File: src/rtl/core/obj_text_record_number_parser_macros.svh
// Assertion macros shared by the OBJ text record number parser RTL.
// Each macro expects signals named clock and reset in the using module.
`ifndef OBJ_TEXT_RECORD_NUMBER_PARSER_MACROS_SVH
`define OBJ_TEXT_RECORD_NUMBER_PARSER_MACROS_SVH

// Same-cycle implication, disabled during reset.
`define OTRNP_ASSERT_NOW(lbl, ante, cons, msg) \
   lbl: assert property (@(posedge clock) disable iff (reset) (ante) |-> (cons)) \
      else $error(msg);

// Next-cycle implication, disabled during reset.
`define OTRNP_ASSERT_NEXT(lbl, ante, cons, msg) \
   lbl: assert property (@(posedge clock) disable iff (reset) (ante) |=> (cons)) \
      else $error(msg);

`endif

File: src/rtl/core/otrnp_pkg.sv
// Package for the OBJ text record number parser: character codes, record
// kinds, state enums, control/status structs and small constant tables.
// No dependencies.
`timescale 1ns / 1ps
`default_nettype none

package otrnp_pkg;

   // Character codes
   localparam logic [7:0] CH_MINUS   = 8'h2D;
   localparam logic [7:0] CH_POINT   = 8'h2E;
   localparam logic [7:0] CH_ZERO    = 8'h30;
   localparam logic [7:0] CH_NINE    = 8'h39;
   localparam logic [7:0] CH_F       = 8'h66;
   localparam logic [7:0] CH_V       = 8'h76;
   localparam logic [7:0] CH_T       = 8'h74;
   localparam logic [7:0] CH_N       = 8'h6E;
   localparam logic [7:0] CH_NEWLINE = 8'h0A;
   localparam logic [7:0] CH_SPACE   = 8'h20;
   localparam logic [7:0] CH_NUL     = 8'h00;

   // Record kinds
   localparam logic [1:0] KIND_VERTEX  = 2'd0;
   localparam logic [1:0] KIND_TEXTURE = 2'd1;
   localparam logic [1:0] KIND_NORMAL  = 2'd2;
   localparam logic [1:0] KIND_FACE    = 2'd3;

   localparam int FIELD_W = 4;

   // Line parser phase
   typedef enum logic [2:0] {
      PH_START,
      PH_AFTER_V,
      PH_HEADER,
      PH_FIELDS,
      PH_SKIP
   } line_phase_type;

   // Sequencer for the field-end division
   typedef enum logic [1:0] {
      SEQ_IDLE,
      SEQ_DIVIDE,
      SEQ_PACK
   } seq_state_type;

   // Datapath to controller
   typedef struct packed {
      logic is_eol;
      logic is_space;
      logic is_f;
      logic is_v;
      logic is_t;
      logic is_n;
      logic is_minus;
      logic is_point;
      logic is_digit;
      logic field_start;
      logic record_full;
      logic rsp_free;
   } otrnp_status_type;

   // Controller to datapath
   typedef struct packed {
      logic       set_kind;
      logic [1:0] kind;
      logic       start_fields;
      logic       clear_field;
      logic       take_minus;
      logic       take_point;
      logic       take_digit;
      logic       emit;
      logic       bump_field;
      logic       div_step;
      logic       pack;
   } otrnp_cmd_type;

   // Number of fields per record kind
   function automatic logic [FIELD_W-1:0] field_total(input logic [1:0] kind);
      logic [FIELD_W-1:0] n;
      unique case (kind)
         KIND_VERTEX:  n = FIELD_W'(3);
         KIND_TEXTURE: n = FIELD_W'(2);
         KIND_NORMAL:  n = FIELD_W'(3);
         KIND_FACE:    n = FIELD_W'(9);
         default:      n = FIELD_W'(3);
      endcase
      return n;
   endfunction

   // Powers of ten for the fraction scaling
   function automatic logic [63:0] pow10(input int unsigned n);
      logic [63:0] p;
      unique case (n)
         0:       p = 64'd1;
         1:       p = 64'd10;
         2:       p = 64'd100;
         3:       p = 64'd1000;
         4:       p = 64'd10000;
         5:       p = 64'd100000;
         6:       p = 64'd1000000;
         7:       p = 64'd10000000;
         8:       p = 64'd100000000;
         9:       p = 64'd1000000000;
         10:      p = 64'd10000000000;
         11:      p = 64'd100000000000;
         12:      p = 64'd1000000000000;
         default: p = 64'd1;
      endcase
      return p;
   endfunction

endpackage

`default_nettype wire

File: src/rtl/core/otrnp_datapath.sv
// Datapath of the OBJ text record number parser: byte decode, field
// accumulator, bit-serial restoring divider and result register.
// Depends on otrnp_pkg.
`timescale 1ns / 1ps
`default_nettype none

module otrnp_datapath #(
   parameter int MANTISSA_BITS   = 32,
   parameter int MAX_FRAC_DIGITS = 9,
   parameter int FRAC_BITS       = 16
) (
   input  wire                       clock,
   input  wire                       reset,
   input  wire  [7:0]                text_byte,
   input  otrnp_pkg::otrnp_cmd_type  cmd,
   output otrnp_pkg::otrnp_status_type status,
   input  wire                       rsp_stall,
   output logic                      rsp_valid,
   output logic [1:0]                rsp_record_kind,
   output logic [3:0]                rsp_field_number,
   output logic signed [31:0]        rsp_fixed_value,
   output logic signed [31:0]        rsp_index_value,
   output logic                      rsp_overflow,
   output logic                      rsp_last_of_record
);
   import otrnp_pkg::*;

   localparam int MB    = MANTISSA_BITS;
   localparam int FD_W  = $clog2(MAX_FRAC_DIGITS + 1);
   localparam int DW    = MANTISSA_BITS + FRAC_BITS;
   localparam int DIV_W = $clog2(pow10(MAX_FRAC_DIGITS) + 64'd1);
   localparam int CW    = (DW > 33) ? DW : 33;

   localparam logic [MB-1:0] M_MAX = {MB{1'b1}};
   localparam logic [CW-1:0] LIM_POS = CW'(32'h7FFF_FFFF);
   localparam logic [CW-1:0] LIM_NEG = CW'(32'h8000_0000);

   // Field accumulator state
   logic [1:0]         kind_ff, kind_in;
   logic [FIELD_W-1:0] fc_ff, fc_in;
   logic [MB-1:0]      m_ff, m_in;
   logic [FD_W-1:0]    fd_ff, fd_in;
   logic               neg_ff, neg_in;
   logic               point_ff, point_in;
   logic               start_ff, start_in;
   logic               sat_ff, sat_in;

   // Divider and snapshot of the field being scaled
   logic [DW-1:0]      dq_ff, dq_in;
   logic [DIV_W-1:0]   rem_ff, rem_in;
   logic [DIV_W-1:0]   dvs_ff, dvs_in;
   logic [1:0]         s_kind_ff, s_kind_in;
   logic [FIELD_W-1:0] s_fc_ff, s_fc_in;
   logic               s_neg_ff, s_neg_in;
   logic               s_sat_ff, s_sat_in;
   logic               s_last_ff, s_last_in;

   // Result register
   logic               rv_ff, rv_in;
   logic [1:0]         r_kind_ff, r_kind_in;
   logic [3:0]         r_fc_ff, r_fc_in;
   logic [31:0]        r_fixed_ff, r_fixed_in;
   logic [31:0]        r_index_ff, r_index_in;
   logic               r_ovf_ff, r_ovf_in;
   logic               r_last_ff, r_last_in;

   logic [MB+3:0]      digit_sum;
   logic               digit_ok;
   logic [FIELD_W:0]   fc_plus;
   logic [FIELD_W:0]   total_ext;
   logic [DIV_W:0]     trial;
   logic               qbit;
   logic [CW-1:0]      q_ext;
   logic [CW-1:0]      lim;
   logic               res_ovf;
   logic [31:0]        v;
   logic [31:0]        fixed_val;
   logic [31:0]        index_val;

   // Byte decode and field status
   always_comb begin
      fc_plus   = {1'b0, fc_ff} + (FIELD_W+1)'(1);
      total_ext = {1'b0, field_total(kind_ff)};
      status.is_eol      = (text_byte == CH_NEWLINE) || (text_byte == CH_NUL);
      status.is_space    = (text_byte == CH_SPACE);
      status.is_f        = (text_byte == CH_F);
      status.is_v        = (text_byte == CH_V);
      status.is_t        = (text_byte == CH_T);
      status.is_n        = (text_byte == CH_N);
      status.is_minus    = (text_byte == CH_MINUS);
      status.is_point    = (text_byte == CH_POINT);
      status.is_digit    = (text_byte >= CH_ZERO) && (text_byte <= CH_NINE);
      status.field_start = start_ff;
      status.record_full = (fc_plus >= total_ext);
      status.rsp_free    = !rv_ff || !rsp_stall;
   end

   // Mantissa step: m*10 + d, saturating
   always_comb begin
      digit_sum = {1'b0, m_ff, 3'b000} + {3'b000, m_ff, 1'b0} +
                  (MB+4)'(text_byte[3:0]);
      digit_ok  = !point_ff || (fd_ff < FD_W'(MAX_FRAC_DIGITS));
   end

   // Field accumulator next state
   always_comb begin
      kind_in  = kind_ff;
      fc_in    = fc_ff;
      m_in     = m_ff;
      fd_in    = fd_ff;
      neg_in   = neg_ff;
      point_in = point_ff;
      start_in = start_ff;
      sat_in   = sat_ff;
      if (cmd.set_kind) begin
         kind_in = cmd.kind;
      end
      if (cmd.bump_field) begin
         fc_in = fc_ff + FIELD_W'(1);
      end
      if (cmd.start_fields || cmd.clear_field) begin
         if (cmd.start_fields) begin
            fc_in = '0;
         end
         m_in     = '0;
         fd_in    = '0;
         neg_in   = 1'b0;
         point_in = 1'b0;
         start_in = 1'b1;
         sat_in   = 1'b0;
      end else if (cmd.take_minus) begin
         neg_in   = 1'b1;
         start_in = 1'b0;
      end else if (cmd.take_point) begin
         point_in = 1'b1;
         start_in = 1'b0;
      end else if (cmd.take_digit) begin
         start_in = 1'b0;
         if (digit_ok) begin
            if (digit_sum > (MB+4)'(M_MAX)) begin
               m_in   = M_MAX;
               sat_in = 1'b1;
            end else begin
               m_in = digit_sum[MB-1:0];
            end
            if (point_ff) begin
               fd_in = fd_ff + FD_W'(1);
            end
         end
      end
   end

   // Restoring division, one quotient bit per step
   always_comb begin
      trial     = {rem_ff, dq_ff[DW-1]};
      qbit      = (trial >= {1'b0, dvs_ff});
      dq_in     = dq_ff;
      rem_in    = rem_ff;
      dvs_in    = dvs_ff;
      s_kind_in = s_kind_ff;
      s_fc_in   = s_fc_ff;
      s_neg_in  = s_neg_ff;
      s_sat_in  = s_sat_ff;
      s_last_in = s_last_ff;
      if (cmd.emit) begin
         if (kind_ff == KIND_FACE) begin
            dq_in = DW'(m_ff);
         end else begin
            dq_in = {m_ff, {FRAC_BITS{1'b0}}};
         end
         rem_in    = '0;
         dvs_in    = DIV_W'(pow10(int'(fd_ff)));
         s_kind_in = kind_ff;
         s_fc_in   = fc_ff;
         s_neg_in  = neg_ff;
         s_sat_in  = sat_ff;
         s_last_in = (fc_plus == total_ext);
      end else if (cmd.div_step) begin
         if (qbit) begin
            rem_in = DIV_W'(trial - {1'b0, dvs_ff});
         end else begin
            rem_in = trial[DIV_W-1:0];
         end
         dq_in = {dq_ff[DW-2:0], qbit};
      end
   end

   // Saturation and sign of the finished quotient
   always_comb begin
      q_ext     = CW'(dq_ff);
      lim       = s_neg_ff ? LIM_NEG : LIM_POS;
      res_ovf   = 1'b0;
      v         = '0;
      fixed_val = '0;
      index_val = '0;
      if (s_kind_ff == KIND_FACE) begin
         if (s_neg_ff) begin
            res_ovf   = (q_ext > LIM_POS);
            index_val = res_ovf ? 32'h8000_0000 : ~q_ext[31:0];
         end else begin
            res_ovf   = (q_ext > LIM_NEG);
            index_val = res_ovf ? 32'h7FFF_FFFF : (q_ext[31:0] - 32'd1);
         end
      end else begin
         res_ovf   = (q_ext > lim);
         v         = res_ovf ? lim[31:0] : q_ext[31:0];
         fixed_val = s_neg_ff ? (32'd0 - v) : v;
      end
   end

   // Result register
   always_comb begin
      rv_in      = rv_ff && rsp_stall;
      r_kind_in  = r_kind_ff;
      r_fc_in    = r_fc_ff;
      r_fixed_in = r_fixed_ff;
      r_index_in = r_index_ff;
      r_ovf_in   = r_ovf_ff;
      r_last_in  = r_last_ff;
      if (cmd.pack) begin
         rv_in      = 1'b1;
         r_kind_in  = s_kind_ff;
         r_fc_in    = s_fc_ff;
         r_fixed_in = fixed_val;
         r_index_in = index_val;
         r_ovf_in   = s_sat_ff || res_ovf;
         r_last_in  = s_last_ff;
      end
   end

   always_ff @(posedge clock) begin
      if (reset) begin
         kind_ff  <= KIND_VERTEX;
         fc_ff    <= '0;
         m_ff     <= '0;
         fd_ff    <= '0;
         neg_ff   <= 1'b0;
         point_ff <= 1'b0;
         start_ff <= 1'b1;
         sat_ff   <= 1'b0;
         rv_ff    <= 1'b0;
      end else begin
         kind_ff  <= kind_in;
         fc_ff    <= fc_in;
         m_ff     <= m_in;
         fd_ff    <= fd_in;
         neg_ff   <= neg_in;
         point_ff <= point_in;
         start_ff <= start_in;
         sat_ff   <= sat_in;
         rv_ff    <= rv_in;
      end
   end

   // Payload registers, no reset
   always_ff @(posedge clock) begin
      dq_ff      <= dq_in;
      rem_ff     <= rem_in;
      dvs_ff     <= dvs_in;
      s_kind_ff  <= s_kind_in;
      s_fc_ff    <= s_fc_in;
      s_neg_ff   <= s_neg_in;
      s_sat_ff   <= s_sat_in;
      s_last_ff  <= s_last_in;
      r_kind_ff  <= r_kind_in;
      r_fc_ff    <= r_fc_in;
      r_fixed_ff <= r_fixed_in;
      r_index_ff <= r_index_in;
      r_ovf_ff   <= r_ovf_in;
      r_last_ff  <= r_last_in;
   end

   assign rsp_valid          = rv_ff;
   assign rsp_record_kind    = r_kind_ff;
   assign rsp_field_number   = r_fc_ff;
   assign rsp_fixed_value    = r_fixed_ff;
   assign rsp_index_value    = r_index_ff;
   assign rsp_overflow       = r_ovf_ff;
   assign rsp_last_of_record = r_last_ff;

endmodule

`default_nettype wire

File: src/rtl/core/otrnp_ctrl.sv
// Controller of the OBJ text record number parser: line classification FSM
// and the sequencer that runs the field-end division and result load.
// Depends on otrnp_pkg and obj_text_record_number_parser_macros.svh.
`timescale 1ns / 1ps
`default_nettype none
`include "obj_text_record_number_parser_macros.svh"

module otrnp_ctrl #(
   parameter int DIV_STEPS = 48
) (
   input  wire                         clock,
   input  wire                         reset,
   input  wire                         req_valid,
   output logic                        req_stall,
   input  otrnp_pkg::otrnp_status_type status,
   output otrnp_pkg::otrnp_cmd_type    cmd
);
   import otrnp_pkg::*;

   localparam int SW = $clog2(DIV_STEPS + 1);

   line_phase_type phase_ff, phase_in;
   seq_state_type  seq_ff, seq_in;
   logic [SW-1:0]  step_ff, step_in;
   logic           accept;

   // Line parser and sequencer
   always_comb begin
      phase_in = phase_ff;
      seq_in   = seq_ff;
      step_in  = step_ff;
      cmd      = '0;
      accept   = req_valid && (seq_ff == SEQ_IDLE);

      if (accept) begin
         unique case (phase_ff)
            PH_START: begin
               if (!status.is_eol) begin
                  if (status.is_f) begin
                     cmd.set_kind = 1'b1;
                     cmd.kind     = KIND_FACE;
                     phase_in     = PH_HEADER;
                  end else if (status.is_v) begin
                     phase_in = PH_AFTER_V;
                  end else begin
                     phase_in = PH_SKIP;
                  end
               end
            end
            PH_AFTER_V: begin
               priority if (status.is_eol) begin
                  phase_in = PH_START;
               end else if (status.is_space) begin
                  cmd.set_kind     = 1'b1;
                  cmd.kind         = KIND_VERTEX;
                  cmd.start_fields = 1'b1;
                  phase_in         = PH_FIELDS;
               end else if (status.is_t) begin
                  cmd.set_kind = 1'b1;
                  cmd.kind     = KIND_TEXTURE;
                  phase_in     = PH_HEADER;
               end else if (status.is_n) begin
                  cmd.set_kind = 1'b1;
                  cmd.kind     = KIND_NORMAL;
                  phase_in     = PH_HEADER;
               end else begin
                  phase_in = PH_SKIP;
               end
            end
            PH_HEADER: begin
               if (status.is_eol) begin
                  phase_in = PH_START;
               end else begin
                  cmd.start_fields = 1'b1;
                  phase_in         = PH_FIELDS;
               end
            end
            PH_FIELDS: begin
               priority if (status.field_start && status.is_minus) begin
                  cmd.take_minus = 1'b1;
               end else if (status.is_point) begin
                  cmd.take_point = 1'b1;
               end else if (status.is_digit) begin
                  cmd.take_digit = 1'b1;
               end else begin
                  // separator: emit unless an empty field meets end of line
                  cmd.emit       = !status.field_start || !status.is_eol;
                  cmd.bump_field = 1'b1;
                  if (status.is_eol) begin
                     phase_in = PH_START;
                  end else if (status.record_full) begin
                     phase_in = PH_SKIP;
                  end else begin
                     cmd.clear_field = 1'b1;
                  end
               end
            end
            PH_SKIP: begin
               phase_in = status.is_eol ? PH_START : PH_SKIP;
            end
            default: begin
               phase_in = PH_START;
            end
         endcase
      end

      // Division sequencing
      unique case (seq_ff)
         SEQ_IDLE: begin
            if (cmd.emit) begin
               seq_in  = SEQ_DIVIDE;
               step_in = SW'(DIV_STEPS);
            end
         end
         SEQ_DIVIDE: begin
            cmd.div_step = 1'b1;
            step_in      = step_ff - SW'(1);
            if (step_ff == SW'(1)) begin
               seq_in = SEQ_PACK;
            end
         end
         SEQ_PACK: begin
            if (status.rsp_free) begin
               cmd.pack = 1'b1;
               seq_in   = SEQ_IDLE;
            end
         end
         default: begin
            seq_in = SEQ_IDLE;
         end
      endcase
   end

   always_ff @(posedge clock) begin
      if (reset) begin
         phase_ff <= PH_START;
         seq_ff   <= SEQ_IDLE;
         step_ff  <= '0;
      end else begin
         phase_ff <= phase_in;
         seq_ff   <= seq_in;
         step_ff  <= step_in;
      end
   end

   assign req_stall = (seq_ff != SEQ_IDLE);

   // Checks
   `OTRNP_ASSERT_NEXT(a_emit_starts_divide, cmd.emit, seq_ff == SEQ_DIVIDE, "emit did not start division")
   `OTRNP_ASSERT_NOW(a_divide_has_steps, seq_ff == SEQ_DIVIDE, step_ff != '0, "division with zero steps left")
   `OTRNP_ASSERT_NEXT(a_last_step_packs, (seq_ff == SEQ_DIVIDE) && (step_ff == SW'(1)), seq_ff == SEQ_PACK, "division end did not reach pack")
   `OTRNP_ASSERT_NOW(a_no_emit_when_busy, seq_ff != SEQ_IDLE, !cmd.emit && !cmd.take_digit, "field command while division busy")

endmodule

`default_nettype wire

File: src/rtl/core/obj_text_record_number_parser.sv
// Top level of the OBJ text record number parser: controller plus datapath.
// Depends on otrnp_pkg, otrnp_ctrl and otrnp_datapath.
//
//   channel   direction  handshake              payload
//   req       in         req_valid / req_stall  req_text_byte
//   rsp       out        rsp_valid / rsp_stall  kind, field number, fixed, index,
//                                               overflow, last_of_record
//
// Bytes that do not end a field are taken one per cycle while the sequencer is idle.
// A byte that ends a field with a result holds req_stall while the bit-serial divider
// runs and the result is loaded, and longer while a previous result sits unread in the
// output register.
// Synchronous reset puts the parser at line start; no clearing pass.
// rsp_stall only delays the load of the output register, never loses an item.
`timescale 1ns / 1ps
`default_nettype none

module obj_text_record_number_parser #(
   parameter int MANTISSA_BITS   = 32,
   parameter int MAX_FRAC_DIGITS = 9,
   parameter int FRAC_BITS       = 16
) (
   input  wire                clock,
   input  wire                reset,
   input  wire                req_valid,
   output logic               req_stall,
   input  wire  [7:0]         req_text_byte,
   output logic               rsp_valid,
   input  wire                rsp_stall,
   output logic [1:0]         rsp_record_kind,
   output logic [3:0]         rsp_field_number,
   output logic signed [31:0] rsp_fixed_value,
   output logic signed [31:0] rsp_index_value,
   output logic               rsp_overflow,
   output logic               rsp_last_of_record
);
   import otrnp_pkg::*;

   otrnp_cmd_type    cmd;
   otrnp_status_type status;

   // Line parser and division sequencer
   otrnp_ctrl #(
      .DIV_STEPS (MANTISSA_BITS + FRAC_BITS)
   ) u_ctrl (
      .clock     (clock),
      .reset     (reset),
      .req_valid (req_valid),
      .req_stall (req_stall),
      .status    (status),
      .cmd       (cmd)
   );

   // Field accumulator, divider and result register
   otrnp_datapath #(
      .MANTISSA_BITS   (MANTISSA_BITS),
      .MAX_FRAC_DIGITS (MAX_FRAC_DIGITS),
      .FRAC_BITS       (FRAC_BITS)
   ) u_datapath (
      .clock              (clock),
      .reset              (reset),
      .text_byte          (req_text_byte),
      .cmd                (cmd),
      .status             (status),
      .rsp_stall          (rsp_stall),
      .rsp_valid          (rsp_valid),
      .rsp_record_kind    (rsp_record_kind),
      .rsp_field_number   (rsp_field_number),
      .rsp_fixed_value    (rsp_fixed_value),
      .rsp_index_value    (rsp_index_value),
      .rsp_overflow       (rsp_overflow),
      .rsp_last_of_record (rsp_last_of_record)
   );

endmodule

`default_nettype wire

File: config.mk
export PLATFORM = sky130hd
export DESIGN_NAME = obj_text_record_number_parser
export DESIGN_NICKNAME = d
export VERILOG_FILES = /design/src/rtl/core/otrnp_pkg.sv /design/src/rtl/core/otrnp_datapath.sv /design/src/rtl/core/otrnp_ctrl.sv /design/src/rtl/core/obj_text_record_number_parser.sv
export VERILOG_INCLUDE_DIRS = /design/src /design/src/rtl/core
export SDC_FILE = /design/constraint.sdc
export NUM_CORES = 1
export LEC_CHECK = 0
export BUFFER_PORTS_ARGS = -buffer_cell sky130_fd_sc_hd__buf_4
export CORE_ASPECT_RATIO = 0.9
export CORE_MARGIN = 5
export CORE_UTILIZATION = 45
export CTS_CLUSTER_SIZE = 28
export DETAILED_ROUTE_END_ITERATION = 6
export GPL_TIMING_DRIVEN = 0
export PLACE_DENSITY = 0.67
export SLEW_MARGIN = 5
export SYNTH_ARGS = -nofsm -noshare
export SYNTH_HDL_FRONTEND = slang
export SYNTH_SLANG_ARGS = --single-unit
File: constraint.sdc
create_clock -name clock -period 5.6 [get_ports clock]
set_input_delay 1.12 -clock clock [delete_from_list [all_inputs] [get_ports clock]]
set_output_delay 1.12 -clock clock [all_outputs]
set_load 0.01 [all_outputs]
# Word level (Yosys, flattened, before mapping)
# Memories as Yosys holds them, arrays and structs flattened. A register that Yosys moved wholly into a read port is not among the register bits.
# Index checks and enable logic that the tools add are counted.
# op_classes
n_addsub	9
n_lt_le_gt_ge	9
n_eq_ne	28
muxes	68
bitwise_logic	3
n_reduce_logical	32
# ops
operator	count
$mux W32	7
$mux W48	3
$mux W3	19
$gt A48 B31 Y1 const B	1
$gt A48 B32 Y1 const B	1
$gt A48 B48 Y1	1
$add A35 B33 Y36	1
$add A36 B4 Y36	1
$gt A36 B32 Y1 const B	1
$eq A8 B7 Y1 const B	4
$not A32 Y32	1
$sub A1 B32 Y32 const A	1
$sub A32 B1 Y32 const B	1
$ge A31 B30 Y1	1
$mux W30	1
$sub A30 B30 Y30	1
$eq A8 B6 Y1 const B	3
$mux W4	5
$mux W1	19
$pmux W3 S5	1
$mux W6	2
$ne A2 B2 Y1 const B	6
$pmux W4 S3	1
$pmux W6 S2	1
other kinds (37)	66
# totals
ff_bits	217
mem_bits_ro	640
out_inout_bits	74
mem_count	1
# mem_list
memory	depth	word_bits	read_ports	rd_ports_with_merged_regs	write_ports	line	text
(no name shown)	16	40	1	1	0	otrnp_pkg.sv:93	unique case (n)

# Longest topological paths before layout
# logic_depth
depth_word	14
depth_mapped	23
mapped_depth_nobuf	18

# By module
# A second synthesis with hierarchy kept.
# unflattened
hier_cells	1799
area_unflattened_um2	16394.5
# modules_own_cells
mod	n_inst	cells_per_inst	area_each_um2	seq_area_each_um2
otrnp_datapath	1	1690	15517.4	6256.0
otrnp_ctrl	1	109	877.1	220.2

# Worst setup path after synthesis
# No wires, ideal clock.
# synth_timing
path_kind	register to register
start	reg u_datapath.s_neg_ff
end	reg u_datapath.r_fixed_ff[28] (netlist: u_datapath.rsp_fixed_value[28]), data pin
setup_ps	174
arrival_ps	5548
slack_ps	-123
path_stages_with_launch	23
path_buffers	5
synth_period_minus_slack_ps	5723
cell_sequence	edfxtp_1 > clkinv_1 > clkbuf_1 > clkbuf_1 > ha_1 > nand4_1 > or3_1 > nor3_1 > o31ai_1 > a21oi_1 > clkbuf_1 > clkbuf_1 > nor2_1 > a21oi_1 > ha_1 > buf_1 > nand4b_1 > nor3_1 > nand3_1 > o21ai_0 > xnor2_1 > nor2_1 > a311oi_1
# synth_between
elab_chain_len	5
# synth_rtl
item	line	text
start: declaration	otrnp_datapath.sv:54	logic s_neg_ff, s_neg_in;
start signal: assignment	otrnp_datapath.sv:262	s_neg_ff <= s_neg_in;
$mux W32	otrnp_datapath.sv:191	lim = s_neg_ff ? LIM_NEG : LIM_POS;
$gt A48 B48 Y1	otrnp_datapath.sv:205	res_ovf = (q_ext > lim);
$mux W32	otrnp_datapath.sv:206	v = res_ovf ? lim[31:0] : q_ext[31:0];
$sub A1 B32 Y32	otrnp_datapath.sv:207	fixed_val = s_neg_ff ? (32'd0 - v) : v;
$mux W32 (*)	otrnp_datapath.sv:207	
end signal: assignment	otrnp_datapath.sv:267	r_fixed_ff <= r_fixed_in;
end: declaration	otrnp_datapath.sv:62	logic [31:0] r_fixed_ff, r_fixed_in;
# Mark *: on every way between the ends. The rest lies on a longest branch, timed or not.
# A chain may end at the register's enable or synchronous reset.

# Worst setup path after layout
# Ends and elaborated chain as after synthesis.

==> results.sh <==
export IMPL_outcome="finished clean"
export IMPL_synth_edff_count=157
export IMPL_r2r_slack_ps=300
export IMPL_hold_depth=0
export IMPL_grt_max_degree=36
export IMPL_clock_latency_ps=570
export IMPL_cts_buffers=28
export IMPL_fmax_ghz=0.189
export IMPL_synth_area_leaders="edfxtp_1, dfxtp_1, ha_1, a21oi_1, o21ai_0"
export IMPL_hold_viol_final=0
export IMPL_cts_root_buf="clkbuf_16"
export IMPL_multi_input_comb_area_sq_mm=0.00931
export IMPL_fin_nets=2099
export IMPL_viasPerCell=6.00
export IMPL_first_iter_violations=1590
export IMPL_drcViolationCount=0
export IMPL_synth_most_common_cell="nand2_1"
export IMPL_synth_warnings=0
export IMPL_die_h_um=191
export IMPL_slew_headroom_pct=26.0
export IMPL_max_clock_path_buffers=3
export IMPL_synthFlopType="edfxtp_1"
export IMPL_finalSetupViolCount=0
export IMPL_ff2ff_path_depth=19
export IMPL_fillers=3331
export IMPL_dr_pass1_iters=6
export IMPL_syn_area_sq_mm=0.0164
export IMPL_drive_gt1_share_pct=10.4
export IMPL_ys_ff_latch=245
export IMPL_gpl_final_weighted_congestion=0.979
export IMPL_syn2layout_area_growth_pct=15.2
export IMPL_startpoint_type="flop"
export IMPL_hold_class="flop to flop"
export IMPL_regArea_sq_mm=0.00648
export IMPL_cts_tree="built"
export IMPL_clkTransAtPathRegs_ps=70
export IMPL_diodes=0
export IMPL_groute_usage_overall_pct=22.9
export IMPL_yosys_area_top_type_share_pct=28.7
export IMPL_grt_first_pass_wirelength_mm=74.9
export IMPL_synth_cells=1822
export IMPL_fin_ws_ps=298
export IMPL_startpoint="u_datapath.s_neg_ff"
export IMPL_arrival_ps=5640
export IMPL_ys_async_sr_fraction_pct=0
export IMPL_dp_slack_ps=-2460
export IMPL_worst_pin_slew_ps=1100
export IMPL_final_cells=2442
export IMPL_ant_nets=0
export IMPL_cts_num_sinks=245
export IMPL_dp_cells=2387
export IMPL_synth_top_cells_by_count="nand2_1, a21oi_1, o21ai_0"
export IMPL_floorplan_initialDensity_pct=45.5
export IMPL_worst_ep_required_time_ps=5940
export IMPL_die_w_um=211
export IMPL_yosysSeqAreaShare_pct=39.4
export IMPL_post_route_min_period_ps=5300
export IMPL_postSynthAreaPerCell_sq_um=9.01
export IMPL_critPathKind="flop to flop"
export IMPL_hold_path_startpoint="u_datapath.s_fc_ff[3]"
export IMPL_cp_max_fo=29
export IMPL_first_global_vias=13400
export IMPL_rows=66
export IMPL_htree_num_levels=1
export IMPL_drv_slew=0
export IMPL_p_total_mw=5.10
export IMPL_wirelength_mm=47.8
export IMPL_antenna_found_initial=1
export IMPL_dpl_hpwl_mm=36.1
export IMPL_leakage_nw=7.63
export IMPL_rsz0062_at_grt="no"
export IMPL_core_sq_mm=0.0361
export IMPL_io_buffers=85
export IMPL_wl_per_cell_um=19.6
export IMPL_vias=14600
export IMPL_dieArea_sq_mm=0.0404
export IMPL_synth_cell_type_count=87
export IMPL_maxCapViolCount=0
export IMPL_hold_buffers=0
export IMPL_r2r_end="u_datapath.rsp_fixed_value[28]"
export IMPL_skew_ps=12.4
export IMPL_timing_rr_start="u_datapath.s_neg_ff"
export IMPL_cp_end_kind="flop"
export IMPL_synth_nets=1976
export IMPL_yosysTopAreaCell="edfxtp_1"
export IMPL_p_per_area_mw_per_mm2=270
export IMPL_io_pin_count=86
export IMPL_irDropWorstVdd_mv=0.281
export IMPL_holdPathEnd="u_datapath.rsp_field_number[3]"
export IMPL_grt_overflow_total=0
export IMPL_period_share_pct=94.7
[state kept, by name, summed over array words and instances (netlist names), 2 cells and up]
name	count
u_ctrl.phase_ff	3
u_ctrl.seq_ff	2
u_ctrl.step_ff	6
u_datapath.dq_ff	48
u_datapath.dvs_ff	28
u_datapath.fc_ff	4
u_datapath.fd_ff	4
u_datapath.kind_ff	2
u_datapath.m_ff	32
u_datapath.rem_ff	30
u_datapath.rsp_field_number	4
u_datapath.rsp_fixed_value	32
u_datapath.rsp_index_value	32
u_datapath.rsp_record_kind	2
u_datapath.s_fc_ff	4
u_datapath.s_kind_ff	2
[layout make-up]
| type | count | area share [%] |
|---|---|---|
| Multi-Input combinational cell | 1402 | 49.2 |
| Sequential cell | 245 | 34.2 |
| Timing Repair Buffer | 96 | 4.09 |
| Clock buffer | 33 | 4.08 |
| Tap cell | 476 | 3.15 |
| Buffer | 109 | 2.27 |
| Clock inverter | 18 | 1.69 |
| Inverter | 63 | 1.28 |
[cell usage in the layout, fill, tap and decap left out, types with 28 or more instances in the layout]
cell type and n:
buf_4 91, inv_1 60, clkbuf_1 94, a21o_1 43, dfxtp_1 88, ha_1 138
clkbuf_16 30, nand2_1 189, nand3_1 51, xor2_1 28, nor2_1 144, mux2i_1 57
nor3_1 31, o21ai_0 159, edfxtp_1 157, a21oi_1 159, xnor2_1 34
[metal layers]
metal / up-vias / track usage [%] / share of wire [%]
met3: 91 / 2.94 / 7.3
met4: 2 / 5.92 / 2.7
met2: 561 / 34.7 / 43
met1: 6972 / 34.7 / 47
met5: - / 0 / 0.027
li1: 7019 / - / -
[where the power goes]
part / switching (mW) / leakage (nW) / internal [mW] / total (mW)
Clock: 0.780 / 0.522 / 1.32 / 2.10
Sequential: 0.0978 / 2.11 / 2.02 / 2.12
Combinational: 0.503 / 5.00 / 0.376 / 0.879
Total: 1.38 / 7.63 / 3.72 / 5.10
[kinds of logic after synthesis]
logic type / Yosys count / share of synthesized area [%]
muxes: 62 / 3.84
DFF: 245 / 39.4
adders and majority gates: 142 / 11.0
AOI/OAI and AO/OA: 563 / 21.5
xor gates and xnor gates: 62 / 3.31
buffers and inverters: 175 / 4.10
and+or+nand+nor: 573 / 16.8
[through the flow]
| step | hold WS (ps) | instance area, sq um | utilization (%) | setup TNS (ps) |
|---|---|---|---|---|
| 6_report | 420 | 18900 | 52.4 | 0 |
| 5_1_grt | 425 | 18900 | 52.4 | 0 |
| 4_1_cts | 419 | 18900 | 52.3 | 0 |
| 3_5_place_dp | 405 | 17700 | 49.2 | -30010 |
| 3_3_place_gp | 407 | 17700 | 48.9 | -106010 |
| 2_1_floorplan | 400 | 16400 | - | 0 |
[how the worst max path moves through the flow]
| stage | end | depth (start not counted) |
|---|---|---|
| after CTS | u_datapath.rsp_fixed_value[28] | 20 |
| after global placement | u_datapath.rsp_fixed_value[28] | 22 |
| after floorplan | u_datapath.rsp_fixed_value[28] | 22 |
| final | u_datapath.rsp_fixed_value[28] | 19 |
| after detailed placement | u_datapath.rsp_fixed_value[28] | 22 |
| after global routing | u_datapath.rsp_fixed_value[28] | 19 |
[worst max-delay path: stages, from the launching register on]
cell	delay [ps]
edfxtp_1	550
clkinv_4	310
ha_1	390
nand4_1	130
or3_1	440
nor3_1	210
o31ai_1	120
a21oi_2	270
clkbuf_2	290
buf_2	310
nor2_1	90
a21oi_2	200
ha_4	220
nand4b_1	210
nor3_4	320
nand3_1	180
o21ai_0	250
xnor2_1	170
nor2_1	60
a311oi_1	320
[what timing repair did]
item                                    in CTS  in global routing
gates resized for setup                      8                  5
buffers inserted                             4                  3
endpoints found under the setup margin      27                  4
pin swaps                                    1                  1
cloned                                       0                  0
endpoints found under the hold margin        0                  0
Power figures use the tool's default switching activity.
